File: config.mk
export PLATFORM = sky130hd
export DESIGN_NAME = fcf_sum_tree
export DESIGN_NICKNAME = d
export VERILOG_FILES = /design/src/rtl/core/full_convolution_fir_unit_macros.svh /design/src/rtl/core/fcf_pkg.sv /design/src/rtl/core/fcf_sum_tree.sv
export SDC_FILE = /design/constraint.sdc
export NUM_CORES = 2
export LEC_CHECK = 0
export BUFFER_PORTS_ARGS = -buffer_cell sky130_fd_sc_hd__buf_2
export CAP_MARGIN = 20
export CORE_MARGIN = 4
export CORE_UTILIZATION = 43
export DETAILED_ROUTE_END_ITERATION = 7
export PLACE_DENSITY = 0.61
export SLEW_MARGIN = 20
export SYNTH_ARGS = -nofsm -noshare
export SYNTH_HDL_FRONTEND = slang
export SYNTH_SLANG_ARGS = --single-unit
File: constraint.sdc
create_clock -name aclk -period 24.9 [get_ports aclk]
set_input_delay 1.245 -clock aclk [delete_from_list [all_inputs] [get_ports aclk]]
set_output_delay 1.245 -clock aclk [all_outputs]
set_load 0.01 [all_outputs]
File: src/rtl/core/full_convolution_fir_unit_macros.svh
// ----------------------------------------------------------------------------
// Assertion macros for the full convolution FIR unit
// Clocked implication checks with a synchronous active-low reset.
// ----------------------------------------------------------------------------
`ifndef FULL_CONVOLUTION_FIR_UNIT_MACROS_SVH
`define FULL_CONVOLUTION_FIR_UNIT_MACROS_SVH

// Same-cycle implication.
`define FCF_ASSERT_NOW(label, clk, rstn, ante, cons, msg) \
    label: assert property (@(posedge clk) disable iff (!rstn) (ante) |-> (cons)) \
        else $error(msg);

// Next-cycle implication.
`define FCF_ASSERT_NEXT(label, clk, rstn, ante, cons, msg) \
    label: assert property (@(posedge clk) disable iff (!rstn) (ante) |=> (cons)) \
        else $error(msg);

`endif

File: src/rtl/core/fcf_pkg.sv
`timescale 1ns / 1ps
// ----------------------------------------------------------------------------
// fcf_pkg
// Shared widths, codes and control types of the full convolution FIR unit.
// ----------------------------------------------------------------------------
package fcf_pkg;

    localparam int VALUE_BITS     = 16;
    localparam int TAP_INDEX_BITS = 4;
    localparam int SUM_BITS       = 36;
    localparam int CFG_BITS       = 5;

    localparam int IN_TDATA_BITS  = ((TAP_INDEX_BITS + VALUE_BITS + 7) / 8) * 8;
    localparam int OUT_TDATA_BITS = ((SUM_BITS + 7) / 8) * 8;

    typedef enum logic {
        FUNC_LOAD   = 1'b0,
        FUNC_SAMPLE = 1'b1
    } func_t;

    // Control broadcast to every cell of the row.
    typedef struct packed {
        logic                      shift;
        logic                      clear;
        logic                      prod_en;
        logic                      coef_we;
        logic [TAP_INDEX_BITS-1:0] coef_idx;
    } cell_ctrl_t;

endpackage

File: src/rtl/core/fcf_sum_tree.sv
`timescale 1ns / 1ps
// ----------------------------------------------------------------------------
// fcf_sum_tree
// Registered binary adder tree with one register per level and a valid/ready
// chain, so bubbles collapse and the output register acts as the skid stage.
// ----------------------------------------------------------------------------
module fcf_sum_tree #(
    parameter int N = 16
) (
    input  logic                                 aclk,
    input  logic                                 aresetn,
    input  logic                                 in_valid,
    input  logic                                 in_last,
    input  logic signed [fcf_pkg::SUM_BITS-1:0]  in_data [N],
    output logic                                 in_ready,
    output logic                                 out_valid,
    output logic                                 out_last,
    output logic signed [fcf_pkg::SUM_BITS-1:0]  out_data,
    input  logic                                 out_ready
);
    import fcf_pkg::*;

    localparam int L = $clog2(N);
    localparam int P = 1 << L;

    logic signed [SUM_BITS-1:0] leaf [P];
    logic signed [SUM_BITS-1:0] node_reg [1:P-1];

    logic [L+1:1] rdy;
    logic [L:1]   v_in;
    logic [L:1]   last_in;
    logic [L:1]   v_reg;
    logic [L:1]   v_next;
    logic [L:1]   last_reg;
    logic [L:1]   last_next;

    for (genvar i = 0; i < P; i++) begin : g_leaf
        if (i < N) begin : g_used
            assign leaf[i] = in_data[i];
        end else begin : g_pad
            assign leaf[i] = '0;
        end
    end

    // node i sits at depth clog2(i+1)-1; nodes just above the leaves are level 1
    for (genvar i = 1; i < P; i++) begin : g_node
        localparam int LVL = L - ($clog2(i + 1) - 1);
        logic signed [SUM_BITS-1:0] lhs;
        logic signed [SUM_BITS-1:0] rhs;
        if (2 * i >= P) begin : g_from_leaf
            assign lhs = leaf[2 * i - P];
            assign rhs = leaf[2 * i + 1 - P];
        end else begin : g_from_node
            assign lhs = node_reg[2 * i];
            assign rhs = node_reg[2 * i + 1];
        end
        always_ff @(posedge aclk) begin
            if (rdy[LVL]) begin
                node_reg[i] <= lhs + rhs;
            end
        end
    end

    always_comb begin
        rdy[L+1]   = out_ready;
        v_in[1]    = in_valid;
        last_in[1] = in_last;
        for (int s = 2; s <= L; s++) begin
            v_in[s]    = v_reg[s-1];
            last_in[s] = last_reg[s-1];
        end
        for (int s = L; s >= 1; s--) begin
            rdy[s] = !v_reg[s] || rdy[s+1];
        end
        for (int s = 1; s <= L; s++) begin
            v_next[s]    = rdy[s] ? v_in[s] : v_reg[s];
            last_next[s] = rdy[s] ? last_in[s] : last_reg[s];
        end
    end

    always_ff @(posedge aclk) begin
        if (!aresetn) begin
            v_reg    <= '0;
            last_reg <= '0;
        end else begin
            v_reg    <= v_next;
            last_reg <= last_next;
        end
    end

    assign in_ready  = rdy[1];
    assign out_valid = v_reg[L];
    assign out_last  = last_reg[L];
    assign out_data  = node_reg[1];

endmodule

Yosys cells after proc, flatten, opt, wreduce, memory -nomap -nowiden
Memory sizes are Yosys's and may differ from the RTL's.
Cells that the tools add are included.
{ "classes": {"reduce_logical": 8, "mux": 8, "addsub": 15} }
{ "ops": {"columns": ["cell", "count"], "rows": [
  ["$add A36 B36 Y36", 15],
  ["$mux W1", 8],
  ["$logic_not A1 Y1", 4],
  ["$logic_or A1 B1 Y1", 4]
]} }
{ "totals": {"in_bits": 581, "ramBits": 540, "wordCells": 40, "n_memories": 1, "output_inout_bits": 39, "regBits": 8} }
{ "mem_list": {"columns": ["name", "depth", "width", "read_ports", "rd_clocked_by_memory_dff", "write_ports", "line_no", "source"], "rows": [
  ["node_reg", 15, 36, 15, 0, 15, "fcf_sum_tree.sv:27", "logic signed [SUM_BITS-1:0] node_reg [1:P-1];"]
]} }

Longest topological paths before layout
{ "logic_depth": {"depth_word": 7, "ltp_mapped": 11, "ltp_nobuf": 11} }

Least setup slack after synthesis
Ideal clock, no wire load.
{ "synth_path": {"path_type": "input to output", "from": "input port out_ready", "to": "output port in_ready", "path_buffers": 2, "path_slack_ps": 15799, "stages": 5, "arrival_ps": 7856, "required_ps": 23655, "path_cell_list": "nor2b_1 > clkbuf_1 > and3_1 > clkbuf_1 > nand2_1"} }
{ "synth_between": {"elab_chain_cells": 4} }
{ "synth_rtl": {"columns": ["element", "line_no", "source"], "rows": [
  ["start: declaration", "fcf_sum_tree.sv:19", "input logic out_ready"],
  ["$logic_or A1 B1 Y1 (4 in a row)", "fcf_sum_tree.sv:73", "rdy[s] = !v_reg[s] || rdy[s+1];"],
  ["end: declaration", "fcf_sum_tree.sv:15", "output logic in_ready,"]
]} }
Every way passes these cells.

Worst setup path in the final report
Same ends and word-level chain as after synthesis.

==> results.sh <==
export IMPL_p_leak_nw=22.59
export IMPL_diodes=0
export IMPL_cts_root_buf="clkbuf_16"
export IMPL_grt_max_degree=161
export IMPL_cts_sinks=548
export IMPL_cts_setup_buffers=0
export IMPL_worstPathArrival_ns=3.07
export IMPL_ys_async_sr_fraction=0
export IMPL_ioPinCount=620
export IMPL_die_h_um=328.2
export IMPL_largest_reg_flops=540
export IMPL_power_density_mw_per_mm2=114.5
export IMPL_die_area_mm2=0.1077
export IMPL_worstPathRequired_ns=23.65
export IMPL_switchingPower_mw=2.364
export IMPL_syn_nets=5558
export IMPL_vias=36320
export IMPL_synth_top_area_frac=0.3679
export IMPL_instances_no_fill=6429
export IMPL_die_x_um=328.2
export IMPL_seqCellArea_mm2=0.01638
export IMPL_timing_fmax_ghz=0.2317
export IMPL_gr_total_overflow=0
export IMPL_ys_ff_latch=548
export IMPL_crit_type="in -> out"
export IMPL_intPower_mw=3.442
export IMPL_drive_above_1_share=0.1557
export IMPL_syn_instance_count=4437
export IMPL_cpLargestDelayFamily="simple AND/OR/NAND/NOR gates"
export IMPL_yosysUniqueCellTypes=95
export IMPL_dpl_cell_count=6313
export IMPL_grt_pass1_vias=35380
export IMPL_seq_area_frac_synth=0.3715
export IMPL_drv_cap=0
export IMPL_crit_fanout=52
export IMPL_finalClockSkew_ns=0.01891
export IMPL_cts_reportedPaths_clkPinSlew_ns=0.05
export IMPL_path_cells="buf_2, nor2b_1, and3_1, nand2_4, buf_2"
export IMPL_critPathCaptureType="primary output"
export IMPL_final_period_utilization=0.1733
export IMPL_drt_antenna_violating_nets=0
export IMPL_clock_latency_ns=0.59
export IMPL_route_detailed_drc=0
export IMPL_area_delta_synth_final_pct=15.06
export IMPL_hp_class="reg -> reg"
export IMPL_routed_wl_um=123900
export IMPL_slowest_stage="nand2_4"
export IMPL_cts_tree="yes"
export IMPL_fillers=9488
export IMPL_antenna_found_initial=9
export IMPL_crit_buf_inv=2
export IMPL_finalHoldViolations=0
export IMPL_period_needed_ns=4.316
export IMPL_ir_drop_uv=55.33
export IMPL_seq_power_share=0.298
export IMPL_gr_usage_all_layers=0.2211
export IMPL_hpwl_um=101800
export IMPL_yosysTopAreaCell="edfxtp_1"
export IMPL_cts_hold_fix_buffers=0
export IMPL_setup_tns_ns=0
export IMPL_port_buffers=619
export IMPL_layout_nets=6134
export IMPL_pwr_share_comb=0.534
export IMPL_p_sw_frac=0.4072
export IMPL_initial_core_util=0.4332
export IMPL_max_slew_margin=0.3388
export IMPL_fin_total_pwr_mw=5.806
export IMPL_rsz0062_at_grt="no"
export IMPL_synthTopCellsByArea="edfxtp_1 37%, ha_1 15%, xnor2_1 6.5%"
export IMPL_firstDrtPassIters=5
export IMPL_ys_flop_type="edfxtp_1"
export IMPL_postCtsResizedCells=0
export IMPL_num_rows=117
export IMPL_grt_pass1_wl_um=190300
export IMPL_clockBufferDepth=3
export IMPL_drt_vias_per_instance=5.649
export IMPL_synth_edf_count=540
export IMPL_setup_viol=0
export IMPL_postSynthAreaPerCell_um2=9.934
export IMPL_crit_top_cell="buf_2"
export IMPL_multi_input_area_mm2=0.02684
export IMPL_h_tree_depth=3
export IMPL_numCtsBuffers=66
export IMPL_max_stage_delay_ns=0.49
export IMPL_gp_congestion=0.9538
export IMPL_drt_wirelength_per_cell_um=19.27
export IMPL_startpoint_type="input pin"
export IMPL_status="completed"
export IMPL_tightest_slew_ns=0.9918
export IMPL_drtIter0Drc=2702
export IMPL_slew_violations=0
export IMPL_core_mm2=0.1017
export IMPL_power_frac_clock=0.168
export IMPL_synth_area_mm2=0.04408
export IMPL_yosysWarnings=0
==> power by group through the flow <==
| stage | Clock (mW) | Combinational, mW | Sequential, mW |
|---|---|---|---|
| 2_1_floorplan | 0 | 2.28 | 1.65 |
| 3_3_place_gp | 0 | 3.07 | 1.75 |
| 3_5_place_dp | 0 | 3.09 | 1.75 |
| 4_1_cts | 1.00 | 3.10 | 1.73 |
| 5_1_grt | 1.04 | 3.46 | 1.76 |
| 6_report | 0.975 | 3.10 | 1.73 |
==> layout by cell type, fill, tap and decap left out, types with 54 or more instances in the layout <==
cell and instances:
o21bai_1 90, o21ai_0 222, a211oi_1 60, a21o_1 357
nor3_1 63, xor2_1 155, nand2b_1 54, nand3_1 83
ha_1 525, edfxtp_1 540, inv_1 112, clkbuf_16 71
nand2_1 258, nand4_1 82, o21a_1 64, xnor2_1 327
buf_2 619, a21oi_1 503, and3_1 57, nor2_1 241
==> area by class of cell <==
class | instances | area share
clock buffer | 78 | 0.03575
multi-input combinational | 3660 | 0.5293
tap | 1368 | 0.03375
timing repair buffer | 624 | 0.06207
inverter | 113 | 0.008462
sequential | 548 | 0.3229
clock inverter | 38 | 0.007845
==> Yosys cell counts, drive strengths merged, types with 17 or more instances <==
master   count
a21oi      506
nor3        63
nor2       242
ha         525
o21bai      90
o21a        64
nand3       83
nand2b      54
o31ai       34
o21ai      248
xor2       155
o211ai      24
nor2b       50
a21o       358
o2111ai     17
a221oi      24
nand4       82
clkbuf     108
xnor2      327
and2        43
inv        113
nand2      260
and4        22
a211oi      60
edfxtp     540
a41oi       19
a31oi       43
and3        57
==> worst register-to-register path, cell delays in order (launching register included) <==
cell and delay, ns:
edfxtp_1 0.38, ha_1 0.23, fa_1 0.41, a21o_1 0.20
a2bb2oi_1 0.26, a21oi_1 0.17, a2111oi_1 0.75, o31ai_1 0.29
and3_1 0.27, nor2_1 0.18, o21ai_1 0.11, xor2_1 0.15
==> final timing paths <==
path                                    from  slack, ns                    endpoint  depth (start not counted)
setup / recovery                   out_ready      20.58                    in_ready                          5
hold / removal      last_reg[2]$_SDFFE_PN0P_       0.47    last_reg[3]$_SDFFE_PN0P_                          2
setup reg to reg  node_reg[0][540]$_DFFE_PP_      21.25  node_reg[0][282]$_DFFE_PP_                         11
hold reg to reg     last_reg[2]$_SDFFE_PN0P_       0.47    last_reg[3]$_SDFFE_PN0P_                          2
==> metal layers <==
metal / share of wire / GRT usage / wire [µm] / up-vias
li1: - / - / - / 18110
met1: 0.45 / 0.3074 / 56350 / 16970
met2: 0.46 / 0.3625 / 57130 / 1094
met3: 0.060 / 0.03108 / 7476 / 143
met4: 0.023 / 0.05919 / 2904 / 4
met5: 0.00022 / 0 / 27 / -
==> through the flow <==
step	util	hold slack [ns]	setup slack (ns)	cell area, µm²
floorplan	-	0.4412	15.80	44080
global placement	0.4768	0.4573	20.56	48510
detailed placement	0.4768	0.4608	20.50	48510
CTS	0.4985	0.4697	20.54	50720
global route	0.4985	0.4935	20.32	50720
finish	0.4985	0.4673	20.58	50720
==> logic make-up after synthesis <==
family | synth area share
xor gates and xnor gates | 0.09577
buffers and inverters | 0.01973
DFF | 0.3715
and+or+nand+nor | 0.1152
adders and majority gates | 0.1558
AOI/OAI and AO/OA | 0.2406
muxes | 0.001363
Note: power is estimated with default switching activity, not from simulation.
