[config.mk]
export PLATFORM = sky130hd
export DESIGN_NAME = fcf_cell
export DESIGN_NICKNAME = d
export VERILOG_FILES = /design/src/rtl/core/full_convolution_fir_unit_macros.svh /design/src/rtl/core/fcf_pkg.sv /design/src/rtl/core/fcf_cell.sv
export SDC_FILE = /design/constraint.sdc
export NUM_CORES = 1
export LEC_CHECK = 0
export CAP_MARGIN = 20
export CORE_MARGIN = 4
export CORE_UTILIZATION = 50
export CTS_BUF_LIST = sky130_fd_sc_hd__clkbuf_4 sky130_fd_sc_hd__clkbuf_8
export CTS_CLUSTER_SIZE = 28
export DETAILED_ROUTE_END_ITERATION = 16
export DONT_BUFFER_PORTS = 1
export MAX_ROUTING_LAYER = met4
export SETUP_SLACK_MARGIN = 0.3
export SLEW_MARGIN = 25
export SYNTH_ARGS = -nofsm -noshare
export SYNTH_HDL_FRONTEND = slang
export SYNTH_SLANG_ARGS = --single-unit
[constraint.sdc]
create_clock -name aclk -period 8.38 [get_ports aclk]
set_input_delay 0.838 -clock aclk [delete_from_list [all_inputs] [get_ports aclk]]
set_output_delay 0.838 -clock aclk [all_outputs]
set_load 0.005 [all_outputs]
[src/rtl/core/full_convolution_fir_unit_macros.svh]
// ----------------------------------------------------------------------------
// Assertion macros for the full convolution FIR unit
// Clocked implication checks with a synchronous active-low reset.
// ----------------------------------------------------------------------------
`ifndef FULL_CONVOLUTION_FIR_UNIT_MACROS_SVH
`define FULL_CONVOLUTION_FIR_UNIT_MACROS_SVH

// Same-cycle implication.
`define FCF_ASSERT_NOW(label, clk, rstn, ante, cons, msg) \
    label: assert property (@(posedge clk) disable iff (!rstn) (ante) |-> (cons)) \
        else $error(msg);

// Next-cycle implication.
`define FCF_ASSERT_NEXT(label, clk, rstn, ante, cons, msg) \
    label: assert property (@(posedge clk) disable iff (!rstn) (ante) |=> (cons)) \
        else $error(msg);

`endif

[src/rtl/core/fcf_pkg.sv]
`timescale 1ns / 1ps
// ----------------------------------------------------------------------------
// fcf_pkg
// Shared widths, codes and control types of the full convolution FIR unit.
// ----------------------------------------------------------------------------
package fcf_pkg;

    localparam int VALUE_BITS     = 16;
    localparam int TAP_INDEX_BITS = 4;
    localparam int SUM_BITS       = 36;
    localparam int CFG_BITS       = 5;

    localparam int IN_TDATA_BITS  = ((TAP_INDEX_BITS + VALUE_BITS + 7) / 8) * 8;
    localparam int OUT_TDATA_BITS = ((SUM_BITS + 7) / 8) * 8;

    typedef enum logic {
        FUNC_LOAD   = 1'b0,
        FUNC_SAMPLE = 1'b1
    } func_t;

    // Control broadcast to every cell of the row.
    typedef struct packed {
        logic                      shift;
        logic                      clear;
        logic                      prod_en;
        logic                      coef_we;
        logic [TAP_INDEX_BITS-1:0] coef_idx;
    } cell_ctrl_t;

endpackage

[src/rtl/core/fcf_cell.sv]
`timescale 1ns / 1ps
// ----------------------------------------------------------------------------
// fcf_cell
// One tap: holds a coefficient and one delay-line sample, multiplies its
// coefficient by the sample handed in from the left, passes its sample right.
// ----------------------------------------------------------------------------
module fcf_cell #(
    parameter int SAMPLE_BITS = 16,
    parameter int TAP_BITS    = 5,
    parameter int IDX         = 0
) (
    input  logic                                 aclk,
    input  logic                                 aresetn,
    input  fcf_pkg::cell_ctrl_t                  ctrl,
    input  logic [TAP_BITS-1:0]                  taps,
    input  logic signed [SAMPLE_BITS-1:0]        coef_wdata,
    input  logic signed [SAMPLE_BITS-1:0]        op_in,
    output logic signed [SAMPLE_BITS-1:0]        op_out,
    output logic signed [fcf_pkg::SUM_BITS-1:0]  prod_out
);
    import fcf_pkg::*;

    logic signed [SAMPLE_BITS-1:0]   coef_reg;
    logic signed [SAMPLE_BITS-1:0]   samp_reg;
    logic signed [SUM_BITS-1:0]      prod_reg;
    logic signed [SUM_BITS-1:0]      prod_next;
    logic signed [2*SAMPLE_BITS-1:0] prod_full;
    logic                            in_use;

    assign prod_full = coef_reg * op_in;
    assign in_use    = TAP_BITS'(IDX) < taps;
    assign prod_next = in_use ? SUM_BITS'(prod_full) : '0;

    always_ff @(posedge aclk) begin
        if (!aresetn) begin
            coef_reg <= '0;
            samp_reg <= '0;
        end else begin
            if (ctrl.coef_we && (int'(ctrl.coef_idx) == IDX)) begin
                coef_reg <= coef_wdata;
            end
            // end of frame empties the line, even on the cycle it shifts
            if (ctrl.clear) begin
                samp_reg <= '0;
            end else if (ctrl.shift) begin
                samp_reg <= op_in;
            end
        end
    end

    always_ff @(posedge aclk) begin
        if (ctrl.prod_en) begin
            prod_reg <= prod_next;
        end
    end

    assign op_out   = samp_reg;
    assign prod_out = prod_reg;

endmodule

# Yosys cells after proc, flatten, opt, wreduce, memory -nomap -nowiden
# Index checks and enable logic that the tools add are counted.
[op_classes]
magnitude_cmp = 1
reduce_logical = 3
n_bitwise = 1
n_mul = 1
[op_table]
columns = ["op", "count"]
rows = [
  ["16-bit by 16-bit multiplier with 32-bit output", 1],
  ["1-bit by 5-bit < comparator with 1-bit output, first input constant", 1],
  ["4-bit logical NOT", 1],
  ["2-bit OR reduction", 1],
  ["1-bit logical AND", 1],
  ["1-bit inverter", 1],
]
[word_totals]
word_cells = 9
in_bits = 47
register_bits = 64
out_inout_bits = 52

# Longest topological paths before layout
# Gate-level depths: netlist of the first run.
[logic_depth]
ltp_word = 2
depth_mapped = 23
mapped_depth_nobuf = 20

# Least setup slack after synthesis of the first run
# No wires, ideal clock.
[synth_timing]
kind = "input port to flip-flop"
from = "in op_in[8]"
to = "reg, netlist name prod_out[31]"
setup_slack_ns = 2.023
cell_stages = 22
path_buffers = 2
setup_ns = 0.261
required_time_ns = 8.119
t_arrival_ns = 6.096
path_cell_list = "clkbuf_1 > clkbuf_1 > nand2_1 > fa_1 > inv_1 > fa_1 > inv_1 > fa_1 > inv_1 > fa_1 > fa_1 > inv_1 > fa_1 > inv_1 > ha_1 > a21oi_1 > nand3_1 > a21boi_1 > nor3_2 > o22ai_2 > nor3_1 > a221o_1"
[synth_via]
elab_chain_cells = 1
[synth_rtl]
columns = ["element", "line", "source"]
rows = [
  ["from (decl)", "fcf_cell.sv:17", "input logic signed [SAMPLE_BITS-1:0] op_in,"],
  ["16-bit by 16-bit multiplier with 32-bit output", "fcf_cell.sv:30", "assign prod_full = coef_reg * op_in;"],
]
# No other way between the ends.
# A chain may end at the register's enable or synchronous reset.

# Worst setup path in the final report of the first run
[layout_timing]
from = "reg coef_reg[15]"
to = "reg prod_reg[29], in the netlist prod_out[29], data pin"
[layout_via]
elab_chain_cells = 1
[layout_rtl]
columns = ["element", "line", "source"]
rows = [
  ["from (decl)", "fcf_cell.sv:23", "logic signed [SAMPLE_BITS-1:0] coef_reg;"],
  ["from (signal assigned)", "fcf_cell.sv:40", "coef_reg <= coef_wdata;"],
  ["16-bit by 16-bit multiplier with 32-bit output", "fcf_cell.sv:30", ""],
  ["to (signal assigned)", "fcf_cell.sv:53", "prod_reg <= prod_next;"],
  ["to (decl)", "fcf_cell.sv:25", "logic signed [SUM_BITS-1:0] prod_reg;"],
]
# No other way between the ends.

==> summary.txt, run 1 <==
STA
  • Actual slew at the worst max-slew pin: 0.882 ns
  • Fin. Hold Viols: 0
  • Final setup fails: 0
  • Slew headroom: between 40% and 50%
  • Highest Clock Rate: 151 MHz
  • Fin crit period: 6.64 ns
  • Clock Skew: 0.0141 ns
  • RSZ-0062 raised after global routing: no
  • Setup_tns: 0 ns
  • Pins Over Slew Limit: 0
  • Period utilisation layout: about four fifths

Drt
  • Routed via count: between 8k and 9k
  • Via/cell ratio: 5.18
  • Initial DRC count: 383
  • Drt drc: 0
  • Initial DRT Pass Iterations: 5
  • ANT nets after route: 0
  • Mean routed wirelength per cell: 18.2 µm
  • Drt total wl: 29200 µm

Synth
  • Area share of the largest cell type after synthesis: a little over two fifths
  • Largest area contributor in the netlist: fa_1
  • Cell Area, Synth: 12400 µm²
  • Synth area leaders: fa_1 (42%), inv_1 (9.2%), ha_1 (8.3%)
  • Syn avg cell area: 9.37 µm²
  • Yosys cell types: 52
  • Primary FF master, synth: edfxtp_1
  • Syn Inst Count: 1319
  • Post-synth ARST share: 0%
  • EDFF count, synth: 32
  • Seq/Total Area, Yosys: 13.0%
  • YS warnings: 0
  • Syn Nets: 1710
  • #FFs+latches synth: 64

Critical path
  • Crit-path cells: nand2_1 -> inv_1 -> fa_1 -> fa_1 -> inv_1 -> fa_1 -> inv_1 -> fa_1 -> fa_1 -> fa_1 -> ha_1 -> nand4_1 -> nor2_1 -> nand2_1 -> nor3_2 -> o22ai_2 -> or4_1 -> nand3_1
  • CP Buf/Inv Count: 3
  • Crit Path Max Fanout: 17
  • CP Capture Type: flip-flop
  • Max stage delay on crit path: 0.85 ns
  • CP Data Arrival Time: 6.87 ns
  • WP data required: between 8 and 9 ns
  • Critical path's most frequent cell: fa_1
  • CP startpoint kind: flip-flop
  • Crit path max-delay family: adder cells
  • Critical-path top delay cell: fa_1
  • Crit path kind: flip-flop to flip-flop

Floorplan
  • I/O pin total: 99
  • Core ar.: approximately 24000 µm²
  • Die W: 165 µm
  • Die area: 27300 µm²
  • Chip height: 165 µm
  • Rows: 57
  • Starting density of the core: 50.8%

Final layout
  • Max FFs per register: 32
  • Commonest non-fill, non-tap cell in the layout: inv_1
  • Final std cells w/o fill: between 1.5k and 2k
  • Highest-count cells in the layout ignoring fill and taps: inv_1 (304), fa_1 (262), nand2_1 (175)
  • Layout fillers: 2322
  • Fraction of layout instances using a drive strength above 1: 2.42%
  • Area growth syn-to-layout: 3.11%
  • Final net count: 1667

Clock network
  • CTS Buf Count: 9
  • Clock sinks: 64
  • H-tree depth: 3
  • CTS Root Cell: clkbuf_8
  • Postcts setup bufs: 0
  • Clk buf depth: 2
  • Clk_lat worst skew: ~0.36 ns
  • CTS tree: done
  • Post-cts resize count: 0
  • CTS clk-pin slew, worst paths: 0.08 ns
  • Cts hold-fix bufs: 0

Power
  • Peak VDD IR: 80.3 µV
  • Leakage: ~6.4 nW
  • Cell Pwr Density: about 76 nW/µm²

Global route
  • GRT Util Overall: 23.5%
  • GRT overflow: 0
  • Largest net degree at the start of global routing: 33
  • First-pass GRT wire length: 47900 µm
  • Initial antenna violation count: 1
  • Vias in the first global route: 8968

Place
  • GPL Wtd Cong: 0.876
  • Number of instances in the placed design: ~1.6k
  • DP HPWL: 23900 µm
  • IO buf count: 0

Run status
  • Outcome: complete, no violations

Hold path
  • Hold WC Path Type: flip-flop to flip-flop

Job
  • Max cap viols: 0
## routing by layer
metal	up-vias	routed length (µm)	global-route usage (%)
li1	3826	-	-
met1	4317	11800	28.7
met2	145	15700	41.7
met3	34	967	2.71
met4	0	685	5.82
met5	-	0	-
## worst paths after layout
path / startpoint / end / slack [ns] / depth (start not counted)
setup reg to reg: coef_reg[15] / prod_out[29] / 1.74 / 18
hold reg to reg: op_out[10] / op_out[10] / 0.54 / 2
hold / removal: op_out[10] / op_out[10] / 0.54 / 2
setup / recovery: coef_reg[15] / prod_out[29] / 1.74 / 18
## cell families after synthesis
group / after synthesis / synth area share, %
buf+inv: 359 / 11.1
compound gates: 97 / 5.71
simple gates: 406 / 15.9
flops: 64 / 13.0
xor+xnor: 27 / 1.91
fa+ha+maj: 344 / 50.7
mux: 22 / 1.78
## synthesized netlist by cell type (all sizes together), types with 2 or more instances
library cell,number
a211oi,5
a21boi,21
a21o,9
a21oi,21
a31oi,4
and2,129
and3,3
buf,7
clkbuf,48
dfxtp,32
edfxtp,32
fa,262
ha,82
inv,304
mux2i,22
nand2,175
nand2b,15
nand3,6
nand4,3
nor2,58
nor3,7
o211ai,5
o21a,6
o21ai,15
o21bai,2
o22ai,3
or3,2
or4,2
xnor2,20
xor2,7
## power breakdown
part | switching, W | internal (W) | total [W]
Combinational | 0.000179 | 0.000132 | 0.000312
Clock | 0.000136 | 0.000139 | 0.000275
Sequential | 0.0000201 | 0.000361 | 0.000381
Total | 0.000336 | 0.000633 | 0.000969
## tightest hold or removal path: stages (launching register included)
cell	delay [ns]
dfxtp_1	0.35
mux2i_1	0.07
nor2_1	0.08
## per-stage QoR
step                instance area [µm²]  worst slack (ns)  util (%)  hold WS (ns)  power [W]
floorplan                         12400              2.02         -         0.482   0.000639
global placement                  12500              1.75      51.6         0.509   0.000704
detailed placement                12500              1.73      51.6         0.517   0.000708
CTS                               12700              1.71      52.4         0.538   0.000984
global route                      12700              1.29      52.4         0.558    0.00104
finish                            12700              1.74      52.4         0.538   0.000969
## layout make-up
type | instances | area, µm² | area share [%]
Timing Repair Buffer | 1 | 7.51 | 0.0589
Clock buffer | 10 | 131 | 1.03
Sequential cell | 64 | 1600 | 12.6
Antenna cell | 2 | 5.00 | 0.0393
Multi-Input combinational cell | 896 | 9390 | 73.7
Clock inverter | 6 | 61.3 | 0.481
Inverter | 304 | 1140 | 8.95
Tap cell | 324 | 405 | 3.18
Power figures use the tool's default switching activity.
==> run 2, diff against run 1 <==
PLACE_DENSITY = 0.68   (was unset)
clock period = 6 ns   (was 8.38 ns; I/O delays follow)
==> run 2 against run 1 <==
Effect of this change:
- wire length up 4.1%
- combinational power grew 77%
- sequential share of layout area is 0.77 points lower
- flip-flop and latch count unchanged
- critical path type unchanged
- critical endpoint is now prod_out[23]
- largest cell class unchanged
==> summary.txt, run 2 (synthesis results as in run 1) <==
Power
  • Pwr Total: 0.00156 W (was 0.000969 W)
  • Gate power share: 35.4% (was 32.2%)
  • Reg power frac: 33.8% (was 39.4%)
  • Peak VDD IR: 106 µV (was 80.3 µV)
  • Leakage: 6.89 nW (was 6.39 nW)
  • Clock power frac: 30.9% (was 28.4%)
  • Pint: 0.00105 W (was 0.000633 W)
  • Cell Pwr Density: 112 nW/µm² (was 76.0 nW/µm²)
  • Switch share: 32.4% (was 34.7%)
  • NetSw: 0.000506 W (was 0.000336 W)

Floorplan
  • Die W: 165 µm (unchanged)
  • Die area: 27300 µm² (unchanged)
  • Rows: 57 (unchanged)
  • Chip height: 165 µm (unchanged)
  • Core ar.: 24300 µm² (unchanged)
  • I/O pin total: 99 (unchanged)
  • Starting density of the core: 50.8% (unchanged)

Global route
  • Initial antenna violation count: 1 (unchanged)
  • GRT overflow: 0 (unchanged)
  • Largest net degree at the start of global routing: 33 (unchanged)
  • First-pass GRT wire length: 49700 µm (was 47900 µm)
  • Vias in the first global route: 9781 (was 8968)
  • GRT Util Overall: 24.1% (was 23.5%)

Critical path
  • Crit-path cells: buf_12 -> and2_4 -> fa_1 -> inv_2 -> fa_1 -> fa_1 -> inv_1 -> fa_1 -> fa_1 -> inv_2 -> fa_1 -> inv_2 -> ha_4 -> a21oi_4 -> a21oi_2 -> a21boi_2 -> buf_6 -> o31ai_4 -> a31oi_2 -> or3_4 -> a21oi_2 (was nand2_1 -> inv_1 -> fa_1 -> fa_1 -> inv_1 -> fa_1 -> inv_1 -> fa_1 -> fa_1 -> fa_1 -> ha_1 -> nand4_1 -> nor2_1 -> nand2_1 -> nor3_2 -> o22ai_2 -> or4_1 -> nand3_1)
  • Crit Path Max Fanout: 16 (was 17)
  • CP Capture Type: flip-flop (unchanged)
  • CP startpoint kind: flip-flop (unchanged)
  • Worst path depth: 21 (was 18)
  • Max stage delay on crit path: 0.54 ns (was 0.85 ns)
  • CP Buf/Inv Count: 6 (was 3)
  • WP data required: 6.20 ns (was 8.61 ns)
  • Worst reg2reg path depth: 21 (was 18)
  • CP Data Arrival Time: 5.91 ns (was 6.87 ns)
  • Critical-path top delay cell: fa_1 (unchanged)
  • Crit path kind: flip-flop to flip-flop (unchanged)
  • Critical path's most frequent cell: fa_1 (unchanged)
  • Crit path max-delay family: adder cells (unchanged)

Drt
  • Via/cell ratio: 5.27 (was 5.18)
  • Mean routed wirelength per cell: 18.1 µm (was 18.2 µm)
  • Initial DRC count: 469 (was 383)
  • Routed via count: 8840 (was 8322)
  • Initial DRT Pass Iterations: 5 (unchanged)
  • Drt total wl: 30400 µm (was 29200 µm)
  • ANT nets after route: 0 (unchanged)
  • Drt drc: 0 (unchanged)

Place
  • IO buf count: 0 (unchanged)
  • GPL Wtd Cong: 0.914 (was 0.876)
  • DP HPWL: 24300 µm (was 23900 µm)
  • Number of instances in the placed design: 1638 (was 1589)

Final layout
  • Layout fillers: 2092 (was 2322)
  • Max FFs per register: 32 (unchanged)
  • Final core utilization: 57.3% (was 52.4%)
  • Final std cells w/o fill: 1679 (was 1607)
  • Highest-count cells in the layout ignoring fill and taps: inv_1 (297), fa_1 (246), nand2_1 (166) (was inv_1 (304), fa_1 (262), nand2_1 (175))
  • Fraction of layout instances using a drive strength above 1: 14.4% (was 2.42%)
  • Area growth syn-to-layout: 12.7% (was 3.11%)
  • Final net count: 1740 (was 1667)
  • Commonest non-fill, non-tap cell in the layout: inv_1 (unchanged)

STA
  • Pins Over Slew Limit: 0 (unchanged)
  • Fin crit period: 5.71 ns (was 6.64 ns)
  • Fin. Hold Viols: 0 (unchanged)
  • Hold WS: 0.351 ns (was 0.538 ns)
  • Period utilisation layout: 95.2% (was 79.2%)
  • Clock Skew: 0.00810 ns (was 0.0141 ns)
  • Slew headroom: 35.6% (was 41.1%)
  • Actual slew at the worst max-slew pin: 0.966 ns (was 0.882 ns)
  • RSZ-0062 raised after global routing: yes (was no)
  • Final setup fails: 0 (unchanged)
  • Highest Clock Rate: 175 MHz (was 151 MHz)

Clock network
  • Clk_lat worst skew: 0.36 ns (about the same)
  • CTS clk-pin slew, worst paths: 0.08 ns (about the same)
  • CTS tree: done (unchanged)
  • Clk buf depth: 2 (unchanged)
  • H-tree depth: 3 (unchanged)
  • Clock sinks: 64 (unchanged)
  • CTS Buf Count: 9 (unchanged)
  • CTS Root Cell: clkbuf_8 (unchanged)
  • Cts hold-fix bufs: 0 (unchanged)

Run status
  • Outcome: complete, no violations (unchanged)

Hold path
  • Hold WC Path Type: input pin to flip-flop (was flip-flop to flip-flop)
  • WHS Path Cells: 0 (was 2)

Job
  • Max cap viols: 0 (unchanged)
-- run 2: changes by cell type in the layout (fill, tap and decap cells not counted), sizes merged --
| cell | before | now |
|---|---|---|
| buf | 1 | 74 |
| bufinv | 1 | 3 |
| clkbuf | 10 | 12 |
| clkinv | 2 | 1 |
| clkinvlp | 3 | 0 |
| diode | 2 | 1 |
-- run 2: path summary, 6_finish.rpt --
check                                 start            to  slack (ns)
worst min register to register  coef_reg[8]   coef_reg[8]        0.49
worst max-delay path            coef_reg[9]  prod_out[23]        0.29
worst max register to register  coef_reg[9]  prod_out[23]        0.29
worst min-delay path                ctrl[5]  prod_out[31]        0.35
-- run 2: metal layers --
layer  share of wire, %  wire length, µm  up-vias  GRT usage, %
li1                   -                -     3979             -
met1                 38            11600     4552          28.0
met2                 53            16200      233          41.9
met3                4.7             1440       76          3.95
met4                4.0             1220        0          9.34
met5                  0                0        -             -
-- run 2: repair_timing --
| action | CTS | global route |
|---|---|---|
| endpoints found under the setup margin | 14 | 18 |
| resized for setup | 33 | 70 |
| pin swaps | 9 | 45 |
| setup buffers | 7 | 17 |
-- run 2: layout make-up --
type	instances	area, µm²	area share (%)
inverter	304	1140	8.19
clock inverter	4	93.8	0.674
sequential	64	1640	11.8
tap	324	405	2.91
timing repair buffer	74	687	4.93
multi-input combinational	896	9800	70.4
antenna	1	2.50	0.0180
clock buffer	12	153	1.10
-- run 2: worst register-to-register path: stages (launching register included) --
cell,delay (ns)
dfxtp_2,0.34
buf_12,0.15
and2_4,0.17
fa_1,0.52
inv_2,0.04
fa_1,0.46
fa_1,0.50
inv_1,0.05
fa_1,0.45
fa_1,0.54
inv_2,0.04
fa_1,0.54
inv_2,0.06
ha_4,0.29
a21oi_4,0.07
a21oi_2,0.15
a21boi_2,0.08
buf_6,0.14
o31ai_4,0.28
a31oi_2,0.17
or3_4,0.41
a21oi_2,0.12
-- run 2: power by group through the flow --
stage | logic [W] | registers (W) | clock network (W)
floorplan | 0.000381 | 0.000529 | 0
global placement | 0.000476 | 0.000541 | 0
detailed placement | 0.000489 | 0.000541 | 0
CTS | 0.000512 | 0.000531 | 0.000488
global route | 0.000619 | 0.000530 | 0.000506
finish | 0.000551 | 0.000526 | 0.000481
-- run 2: through the flow --
stage / worst slack (ns) / setup TNS, ns / instance area, µm²
after floorplan: 0.251 / 0 / 12500
after global placement: 0.100 / 0 / 13100
after detailed placement: -0.00235 / -0.00235 / 13100
after CTS: 0.282 / 0 / 13500
after global routing: 0.129 / 0 / 13900
final: 0.288 / 0 / 13900
